<file path="config.mk">
export PLATFORM = sky130hd
export DESIGN_NAME = zmachine_word_alu
export DESIGN_NICKNAME = d
export VERILOG_FILES = /design/src/rtl/zwa_pkg.sv /design/src/rtl/zmachine_word_alu.sv /design/src/rtl/zwa_front.sv /design/src/rtl/zwa_queue.sv /design/src/rtl/zwa_div.sv /design/src/rtl/zwa_back.sv
export SDC_FILE = /design/constraint.sdc
export NUM_CORES = 2
export LEC_CHECK = 0
export BUFFER_PORTS_ARGS = -buffer_cell sky130_fd_sc_hd__buf_4
export CAP_MARGIN = 20
export CORE_MARGIN = 3
export CORE_UTILIZATION = 58
export DETAILED_ROUTE_END_ITERATION = 8
export GPL_TIMING_DRIVEN = 1
export PLACE_DENSITY_LB_ADDON = 0.1
export SYNTH_ARGS = -nofsm -noshare
export SYNTH_HDL_FRONTEND = slang
export SYNTH_SLANG_ARGS = --single-unit
export TNS_END_PERCENT = 20
</file>
<file path="constraint.sdc">
create_clock -name aclk -period 36 [get_ports aclk]
set_clock_uncertainty 0.1 [all_clocks]
set_input_delay 3.6 -clock aclk [delete_from_list [all_inputs] [get_ports aclk]]
set_output_delay 3.6 -clock aclk [all_outputs]
set_load 0.005 [all_outputs]
</file>
<file path="src/rtl/zwa_pkg.sv">
// ----------------------------------------------------------------------------
// zwa_pkg
// Opcodes, widths and shared types of the Z-machine word ALU.
// ----------------------------------------------------------------------------
`default_nettype none
package zwa_pkg;
    localparam int WORD_W = 16;
    localparam int OP_W = 4;
    localparam int MAX_SHIFT = 15;
    localparam int QUEUE_DEPTH = 4;

    typedef enum logic [OP_W-1:0] {
        OP_INC = 4'd0, OP_DEC = 4'd1, OP_NOT = 4'd2, OP_INC_CHK = 4'd3,
        OP_DEC_CHK = 4'd4, OP_TEST = 4'd5, OP_OR = 4'd6, OP_AND = 4'd7,
        OP_ADD = 4'd8, OP_SUB = 4'd9, OP_MUL = 4'd10, OP_DIV = 4'd11,
        OP_MOD = 4'd12, OP_LSH = 4'd13, OP_ASH = 4'd14, OP_NONE = 4'd15
    } op_t;

    typedef struct packed {
        op_t                op;
        logic [WORD_W-1:0]  a;
        logic [WORD_W-1:0]  b;
    } cmd_t;

    typedef struct packed {
        logic [WORD_W-1:0] result_word;
        logic store_valid;
        logic writeback_valid;
        logic branch_valid;
        logic branch_taken;
        logic divide_error;
    } res_t;
endpackage
`default_nettype wire

</file>
<file path="src/rtl/zmachine_word_alu.sv">
// ----------------------------------------------------------------------------
// zmachine_word_alu
// Z-machine 16-bit arithmetic and logic unit on a streaming interface.
// ----------------------------------------------------------------------------
// One word in and one result word out per cycle sustained while the receiver
// keeps m_tready high. Every opcode runs through the same pipeline, whose length
// is set by the one-bit-per-stage divider.
`default_nettype none
module zmachine_word_alu import zwa_pkg::*; #(
    parameter int QDEPTH = QUEUE_DEPTH
) (
    input  wire logic        aclk,
    input  wire logic        aresetn,
    input  wire logic        s_tvalid,
    output logic             s_tready,
    input  wire logic [39:0] s_tdata,  // req_type[3:0], operand_a[19:4], operand_b[35:20]
    output logic             m_tvalid,
    input  wire logic        m_tready,
    output logic [23:0]      m_tdata   // result_word[15:0], store_valid[16],
                                       // writeback_valid[17], branch_valid[18],
                                       // branch_taken[19], divide_error[20]
);
    logic f_valid, f_ready, q_valid, q_ready;
    cmd_t f_cmd, q_cmd;
    res_t res;

    zwa_front u_front (
        .aclk(aclk), .aresetn(aresetn),
        .in_valid(s_tvalid), .in_ready(s_tready),
        .in_op(s_tdata[3:0]), .in_a(s_tdata[19:4]), .in_b(s_tdata[35:20]),
        .cmd_valid(f_valid), .cmd_ready(f_ready), .cmd(f_cmd)
    );

    zwa_queue #(.DEPTH(QDEPTH)) u_queue (
        .aclk(aclk), .aresetn(aresetn),
        .wr_valid(f_valid), .wr_ready(f_ready), .wr_data(f_cmd),
        .rd_valid(q_valid), .rd_ready(q_ready), .rd_data(q_cmd)
    );

    zwa_back u_back (
        .aclk(aclk), .aresetn(aresetn),
        .cmd_valid(q_valid), .cmd_ready(q_ready), .cmd(q_cmd),
        .res_valid(m_tvalid), .res_ready(m_tready), .res(res)
    );

    assign m_tdata = {3'b000, res.divide_error, res.branch_taken, res.branch_valid,
                      res.writeback_valid, res.store_valid, res.result_word};
endmodule
`default_nettype wire

</file>
<file path="src/rtl/zwa_front.sv">
// ----------------------------------------------------------------------------
// zwa_front
// Input register stage: takes a word and registers its opcode and operands.
// ----------------------------------------------------------------------------
`default_nettype none
module zwa_front import zwa_pkg::*; (
    input  wire logic               aclk,
    input  wire logic               aresetn,
    input  wire logic               in_valid,
    output logic                    in_ready,
    input  wire logic [OP_W-1:0]    in_op,
    input  wire logic [WORD_W-1:0]  in_a,
    input  wire logic [WORD_W-1:0]  in_b,
    output logic                    cmd_valid,
    input  wire logic               cmd_ready,
    output cmd_t                    cmd
);
    logic valid_reg;
    cmd_t cmd_reg;

    assign in_ready  = !valid_reg || cmd_ready;
    assign cmd_valid = valid_reg;
    assign cmd       = cmd_reg;

    always_ff @(posedge aclk) begin
        if (!aresetn) begin
            valid_reg <= 1'b0;
        end else if (in_ready) begin
            valid_reg <= in_valid;
        end
        if (in_ready && in_valid) begin
            cmd_reg.op <= op_t'(in_op);
            cmd_reg.a  <= in_a;
            cmd_reg.b  <= in_b;
        end
    end
endmodule
`default_nettype wire

</file>
<file path="src/rtl/zwa_queue.sv">
// ----------------------------------------------------------------------------
// zwa_queue
// Short FIFO between the front and back parts.
// ----------------------------------------------------------------------------
`default_nettype none
module zwa_queue import zwa_pkg::*; #(
    parameter int DEPTH = QUEUE_DEPTH
) (
    input  wire logic aclk,
    input  wire logic aresetn,
    input  wire logic wr_valid,
    output logic      wr_ready,
    input  cmd_t      wr_data,
    output logic      rd_valid,
    input  wire logic rd_ready,
    output cmd_t      rd_data
);
    localparam int AW = (DEPTH > 1) ? $clog2(DEPTH) : 1;
    cmd_t mem [DEPTH];
    logic [AW-1:0] wp_reg, rp_reg;
    logic [AW:0]   cnt_reg;
    logic wr, rd;

    assign wr_ready = (cnt_reg != (AW+1)'(DEPTH));
    assign rd_valid = (cnt_reg != '0);
    assign rd_data  = mem[rp_reg];
    assign wr = wr_valid && wr_ready;
    assign rd = rd_valid && rd_ready;

    always_ff @(posedge aclk) begin
        if (!aresetn) begin
            wp_reg <= '0;
            rp_reg <= '0;
            cnt_reg <= '0;
        end else begin
            if (wr) wp_reg <= (wp_reg == AW'(DEPTH-1)) ? '0 : wp_reg + 1'b1;
            if (rd) rp_reg <= (rp_reg == AW'(DEPTH-1)) ? '0 : rp_reg + 1'b1;
            cnt_reg <= cnt_reg + (AW+1)'(wr) - (AW+1)'(rd);
        end
        if (wr) mem[wp_reg] <= wr_data;
    end
endmodule
`default_nettype wire

</file>
<file path="src/rtl/zwa_div.sv">
// ----------------------------------------------------------------------------
// zwa_div
// Pipelined signed 16-bit divider, one quotient bit per stage.
// ----------------------------------------------------------------------------
`default_nettype none
module zwa_div import zwa_pkg::*; (
    input  wire logic              aclk,
    input  wire logic              en,
    input  wire logic [WORD_W-1:0] num,
    input  wire logic [WORD_W-1:0] den,
    output logic [WORD_W-1:0]      quo,
    output logic [WORD_W-1:0]      rem
);
    localparam int N = WORD_W;
    logic [N-1:0] q_reg [N+1];
    logic [N:0]   r_reg [N+1];
    logic [N-1:0] d_reg [N+1];
    logic         qn_reg [N+1];
    logic         rn_reg [N+1];

    always_ff @(posedge aclk) begin
        logic [N:0] sh;
        logic [N:0] df;
        if (en) begin
            q_reg[0]  <= num[N-1] ? (~num + 1'b1) : num;
            d_reg[0]  <= den[N-1] ? (~den + 1'b1) : den;
            r_reg[0]  <= '0;
            qn_reg[0] <= num[N-1] ^ den[N-1];
            rn_reg[0] <= num[N-1];
            for (int i = 0; i < N; i++) begin
                sh = {r_reg[i][N-1:0], q_reg[i][N-1]};
                df = sh - {1'b0, d_reg[i]};
                r_reg[i+1]  <= df[N] ? sh : df;
                q_reg[i+1]  <= {q_reg[i][N-2:0], ~df[N]};
                d_reg[i+1]  <= d_reg[i];
                qn_reg[i+1] <= qn_reg[i];
                rn_reg[i+1] <= rn_reg[i];
            end
        end
    end

    assign quo = qn_reg[N] ? (~q_reg[N] + 1'b1) : q_reg[N];
    assign rem = rn_reg[N] ? (~r_reg[N][N-1:0] + 1'b1) : r_reg[N][N-1:0];
endmodule
`default_nettype wire

</file>
<file path="src/rtl/zwa_back.sv">
// ----------------------------------------------------------------------------
// zwa_back
// Execution pipeline: stage 0 splits ops, divider stages, output register.
// ----------------------------------------------------------------------------
`default_nettype none
module zwa_back import zwa_pkg::*; (
    input  wire logic aclk,
    input  wire logic aresetn,
    input  wire logic cmd_valid,
    output logic      cmd_ready,
    input  cmd_t      cmd,
    output logic      res_valid,
    input  wire logic res_ready,
    output res_t      res
);
    localparam int LAT = WORD_W + 2;
    logic en;
    logic [LAT-1:0] v_reg;
    res_t r_reg [LAT];
    logic [1:0] dk_reg [LAT-1];
    res_t fast;
    res_t tail;
    logic [WORD_W-1:0] quo, rem;
    logic signed [WORD_W-1:0] sa, sb, inc_w, dec_w;
    logic neg;
    logic [WORD_W-1:0] shl, shr;
    logic [$clog2(WORD_W)-1:0] n;

    assign en = !v_reg[LAT-1] || res_ready;
    assign cmd_ready = en;
    assign res_valid = v_reg[LAT-1];

    assign sa = cmd.a;
    assign sb = cmd.b;
    assign inc_w = sa + 16'sd1;
    assign dec_w = sa - 16'sd1;
    assign n = $clog2(WORD_W)'(~cmd.b + 1'b1);
    assign neg = (cmd.op == OP_ASH) && cmd.a[WORD_W-1];
    assign shl = cmd.a << cmd.b[$clog2(WORD_W)-1:0];
    assign shr = neg ? WORD_W'($signed(cmd.a) >>> n) : (cmd.a >> n);

    always_comb begin
        fast = '0;
        unique case (cmd.op)
            OP_INC: begin fast.result_word = inc_w; fast.writeback_valid = 1'b1; end
            OP_DEC: begin fast.result_word = dec_w; fast.writeback_valid = 1'b1; end
            OP_NOT: begin fast.result_word = ~cmd.a; fast.store_valid = 1'b1; end
            OP_INC_CHK: begin
                fast.result_word = inc_w;
                fast.writeback_valid = 1'b1;
                fast.branch_valid = 1'b1;
                fast.branch_taken = inc_w > sb;
            end
            OP_DEC_CHK: begin
                fast.result_word = dec_w;
                fast.writeback_valid = 1'b1;
                fast.branch_valid = 1'b1;
                fast.branch_taken = dec_w < sb;
            end
            OP_TEST: begin
                fast.branch_valid = 1'b1;
                fast.branch_taken = (cmd.a & cmd.b) == cmd.b;
            end
            OP_OR:  begin fast.result_word = cmd.a | cmd.b; fast.store_valid = 1'b1; end
            OP_AND: begin fast.result_word = cmd.a & cmd.b; fast.store_valid = 1'b1; end
            OP_ADD: begin fast.result_word = cmd.a + cmd.b; fast.store_valid = 1'b1; end
            OP_SUB: begin fast.result_word = cmd.a - cmd.b; fast.store_valid = 1'b1; end
            OP_MUL: begin
                fast.result_word = WORD_W'(cmd.a * cmd.b);
                fast.store_valid = 1'b1;
            end
            OP_DIV, OP_MOD: begin
                fast.store_valid = 1'b1;
                fast.divide_error = (cmd.b == '0);
            end
            OP_LSH, OP_ASH: begin
                fast.store_valid = 1'b1;
                if (sb > $signed(WORD_W'(MAX_SHIFT)) || sb < -$signed(WORD_W'(MAX_SHIFT)))
                    fast.result_word = neg ? '1 : '0;
                else if (!cmd.b[WORD_W-1])
                    fast.result_word = shl;
                else
                    fast.result_word = shr;
            end
            default: fast = '0;
        endcase
    end

    zwa_div u_div (
        .aclk(aclk), .en(en), .num(cmd.a), .den(cmd.b), .quo(quo), .rem(rem)
    );

    always_comb begin
        tail = r_reg[LAT-2];
        if (dk_reg[LAT-2][0])
            tail.result_word = dk_reg[LAT-2][1] ? rem : quo;
    end

    always_ff @(posedge aclk) begin
        if (!aresetn) begin
            v_reg <= '0;
        end else if (en) begin
            v_reg <= {v_reg[LAT-2:0], cmd_valid};
        end
        if (en) begin
            r_reg[0]  <= fast;
            dk_reg[0] <= {cmd.op == OP_MOD,
                          (cmd.op == OP_DIV || cmd.op == OP_MOD) && cmd.b != '0};
            for (int i = 1; i < LAT - 1; i++) begin
                r_reg[i]  <= r_reg[i-1];
                dk_reg[i] <= dk_reg[i-1];
            end
            r_reg[LAT-1] <= tail;
        end
    end
    assign res = r_reg[LAT-1];

`ifndef SYNTHESIS
    a_err_store: assert property (@(posedge aclk) disable iff (!aresetn)
        res_valid && res.divide_error |-> res.store_valid && res.result_word == '0)
        else $error("divide error without store or zero value");
    a_taken_bv: assert property (@(posedge aclk) disable iff (!aresetn)
        res_valid && res.branch_taken |-> res.branch_valid)
        else $error("branch taken without branch form");
    a_hold: assert property (@(posedge aclk) disable iff (!aresetn)
        res_valid && !res_ready |=> res_valid && $stable(res))
        else $error("stalled result changed");
    a_excl: assert property (@(posedge aclk) disable iff (!aresetn)
        res_valid |-> !(res.store_valid && res.writeback_valid))
        else $error("store and write-back together");
`endif
endmodule
`default_nettype wire

</file>
==> impl_metrics.csv <==
group,metric,value,unit
outcome,status,"complete, no violations",
floorplanning,die_w,350.4,µm
routing,dr_total_vias,38660,
logic_synthesis,synth-edff-count,1410,
sta,grt_setup_unrepaired,"false",
sta,tightestPinTransition,1029,ps
hold_path,whs_path_depth,0,
routing,drtIter0Drc,2456,
logic_synthesis,avgSynthCellArea,13.64,µm²
logic_synthesis,synth_top_area_share,0.6155,
floorplanning,die-area,0.1228,mm²
sta,setup_violations,0,
logic_synthesis,netlist_area,0.06879,mm²
clocking,cts_buffers,144,
flow_run,maxCapViolations,0,
clocking,insertion_delay,780,ps
critical_path,required,36370,ps
hold_path,hold_path_class,"reg2reg",
grt,grt_usage,0.2245,
logic_synthesis,synth_warnings,0,
clocking,clk_pin_slew_worst_paths,60,ps
logic_synthesis,ys_types,81,
clocking,cts.sinks,1438,
sta,fin_crit_sh,0.2262,
logic_synthesis,synth-async-reset-ratio,0,
clocking,htree_levels,4,
final_layout,nNetsFinal,5691,
routing,drcViolationCount,0,
final_layout,diodes,0,
critical_path,critPathCaptureType,"register",
final_layout,area_growth,10.62,%
grt,grt_pass1_wl,212.7,mm
critical_path,cp-start-kind,"register",
final_layout,largest_register_ffs,378,
sta,relSlewSlack,0.3101,
grt,antenna_found_initial,3,
critical_path,cp_max_fo,31,
clocking,cts_hold_buf,0,
floorplanning,start_util,0.5880,
routing,route.antenna.remaining_nets,0,
sta,fmax,122.8,MHz
critical_path,rr_worst_depth,24,
critical_path,critPathKind,"reg2reg",
logic_synthesis,netlist_top_cells_area,"edfxtp_1, ha_1, xnor2_1, mux2_2, fa_1",
sta,setup_tns,0,ps
logic_synthesis,synth_most_common_cell,"edfxtp_1",
logic_synthesis,ys.flop_type,"edfxtp_1",
floorplanning,rows,125,
sta,slew_viol_final,0,
final_layout,post-route-util,0.6505,
place,io_buffers,62,
routing,avgViaCountPerCell,5.658,
logic_synthesis,synth_common_cells,"edfxtp_1, inv_1, ha_1",
sta,hold_viol_final,0,
critical_path,r2r_slack,27860,ps
clocking,postCtsSetupBuffers,0,
clocking,cts_resized,0,
place,gp_congestion,0.9284,
logic_synthesis,synth_top_cell_by_area,"edfxtp_1",
routing,drt_first_pass_iters,7,
grt,grt_max_degree,133,
floorplanning,core-area,0.1170,mm²
grt,grt.overflow.total,0,
sta,period_minus_slack,8143,ps
floorplanning,num_io_pins,70,
grt,grt_pass1_vias,39250,
critical_path,crit_arrival,8510,ps
routing,routedWlPerCell,19.81,µm
place,hpwlAfterDp,93.47,mm
logic_synthesis,syn_inst,5042,
logic_synthesis,yosysSeqAreaShare,0.6236,
clocking,cts_tree,"yes",
clocking,clk_path_buf_depth,3,
clocking,root_buffer,"clkbuf_16",
floorplanning,die_h,350.4,µm
routing,wl,135.4,mm
final_layout,drive_gt1_frac,0.1207,
logic_synthesis,ys_seq_elements,1438,
==> per-layer routing <==
layer / global-route usage / vias up / share of wire
li1: - / 18690 / -
met1: 0.2642 / 18840 / 0.39
met2: 0.4079 / 819 / 0.52
met3: 0.03380 / 312 / 0.041
met4: 0.09860 / 2 / 0.043
met5: 0 / - / 0.000096
==> metrics by stage <==
stage	setup slack, ps	instances	cell area, µm²	hold WS [ps]
floorplan	15330	5051	68830	300.3
global placement	27880	6562	71160	300.0
detailed placement	27880	6566	71220	304.5
CTS	27840	6827	75980	283.9
global route	27470	6834	76100	288.7
finish	27860	6834	76100	285.1
==> critical path: stages, from the launching register on <==
cell and delay, ps:
dfxtp_2 600, buf_4 510, mux4_2 580, buf_4 280, inv_1 640, nor2_1 130
fa_1 550, inv_1 60, fa_1 530, inv_1 40, ha_1 190, fa_1 470
fa_1 560, inv_1 50, fa_1 470, inv_1 40, ha_1 200, nor2_1 140
nand2_1 70, o221ai_1 320, o21ai_0 250, a31oi_1 280, xnor2_1 190, xnor2_1 180
a221o_1 340
==> area by class of cell <==
cell class | instances | area, µm²
sequential | 1438 | 42900
fill | 8443 | 40890
multi-input combinational | 2993 | 23630
clock buffer | 168 | 3725
tap | 1524 | 1907
inverter | 490 | 1847
timing repair buffer | 128 | 1045
clock inverter | 93 | 1042
==> logic make-up after synthesis <==
| group | share of synthesized area |
|---|---|
| AO/OA/AOI/OAI | 0.07132 |
| XOR/XNOR | 0.04214 |
| adder cells (fa/ha/maj) | 0.09280 |
| buffers and inverters | 0.03498 |
| flip-flops | 0.6236 |
| multiplexers | 0.05740 |
| other | 0.00005451 |
| AND/OR/NAND/NOR | 0.07766 |
==> worst paths after layout <==
kind,start,to
setup reg to reg,register,u_back.r_reg[0][20]
setup / recovery,register,u_back.r_reg[0][20]
hold / removal,u_back.r_reg[1][6],u_back.r_reg[2][6]
hold reg to reg,u_back.r_reg[1][6],u_back.r_reg[2][6]
==> cells in the final DEF (no fill, tap or decap), types with 19 or more instances in the layout <==
cell type and n:
inv_1 481, a21boi_0 42, or3_1 22, o22ai_1 19
a21o_1 28, clkbuf_1 22, nor4_1 21, a21oi_1 195
clkinv_2 26, fa_1 97, nor2b_1 52, a31oi_1 36
nor2_1 350, mux2i_1 72, mux2_2 217, nand3_1 71
and2_1 62, mux4_2 33, nor3_1 79, ha_1 355
clkinv_1 38, dfxtp_1 26, o211ai_1 37, xnor2_1 271
xor2_1 48, and3_1 44, buf_4 117, o31ai_1 21
o21ai_0 132, edfxtp_1 1410, nand2b_1 49, clkbuf_16 145
nand2_1 316, o21a_1 61
Power is left out: the tool's default activity adds up to more than one toggle a clock period on the data nets, which glitch-free logic cannot reach.
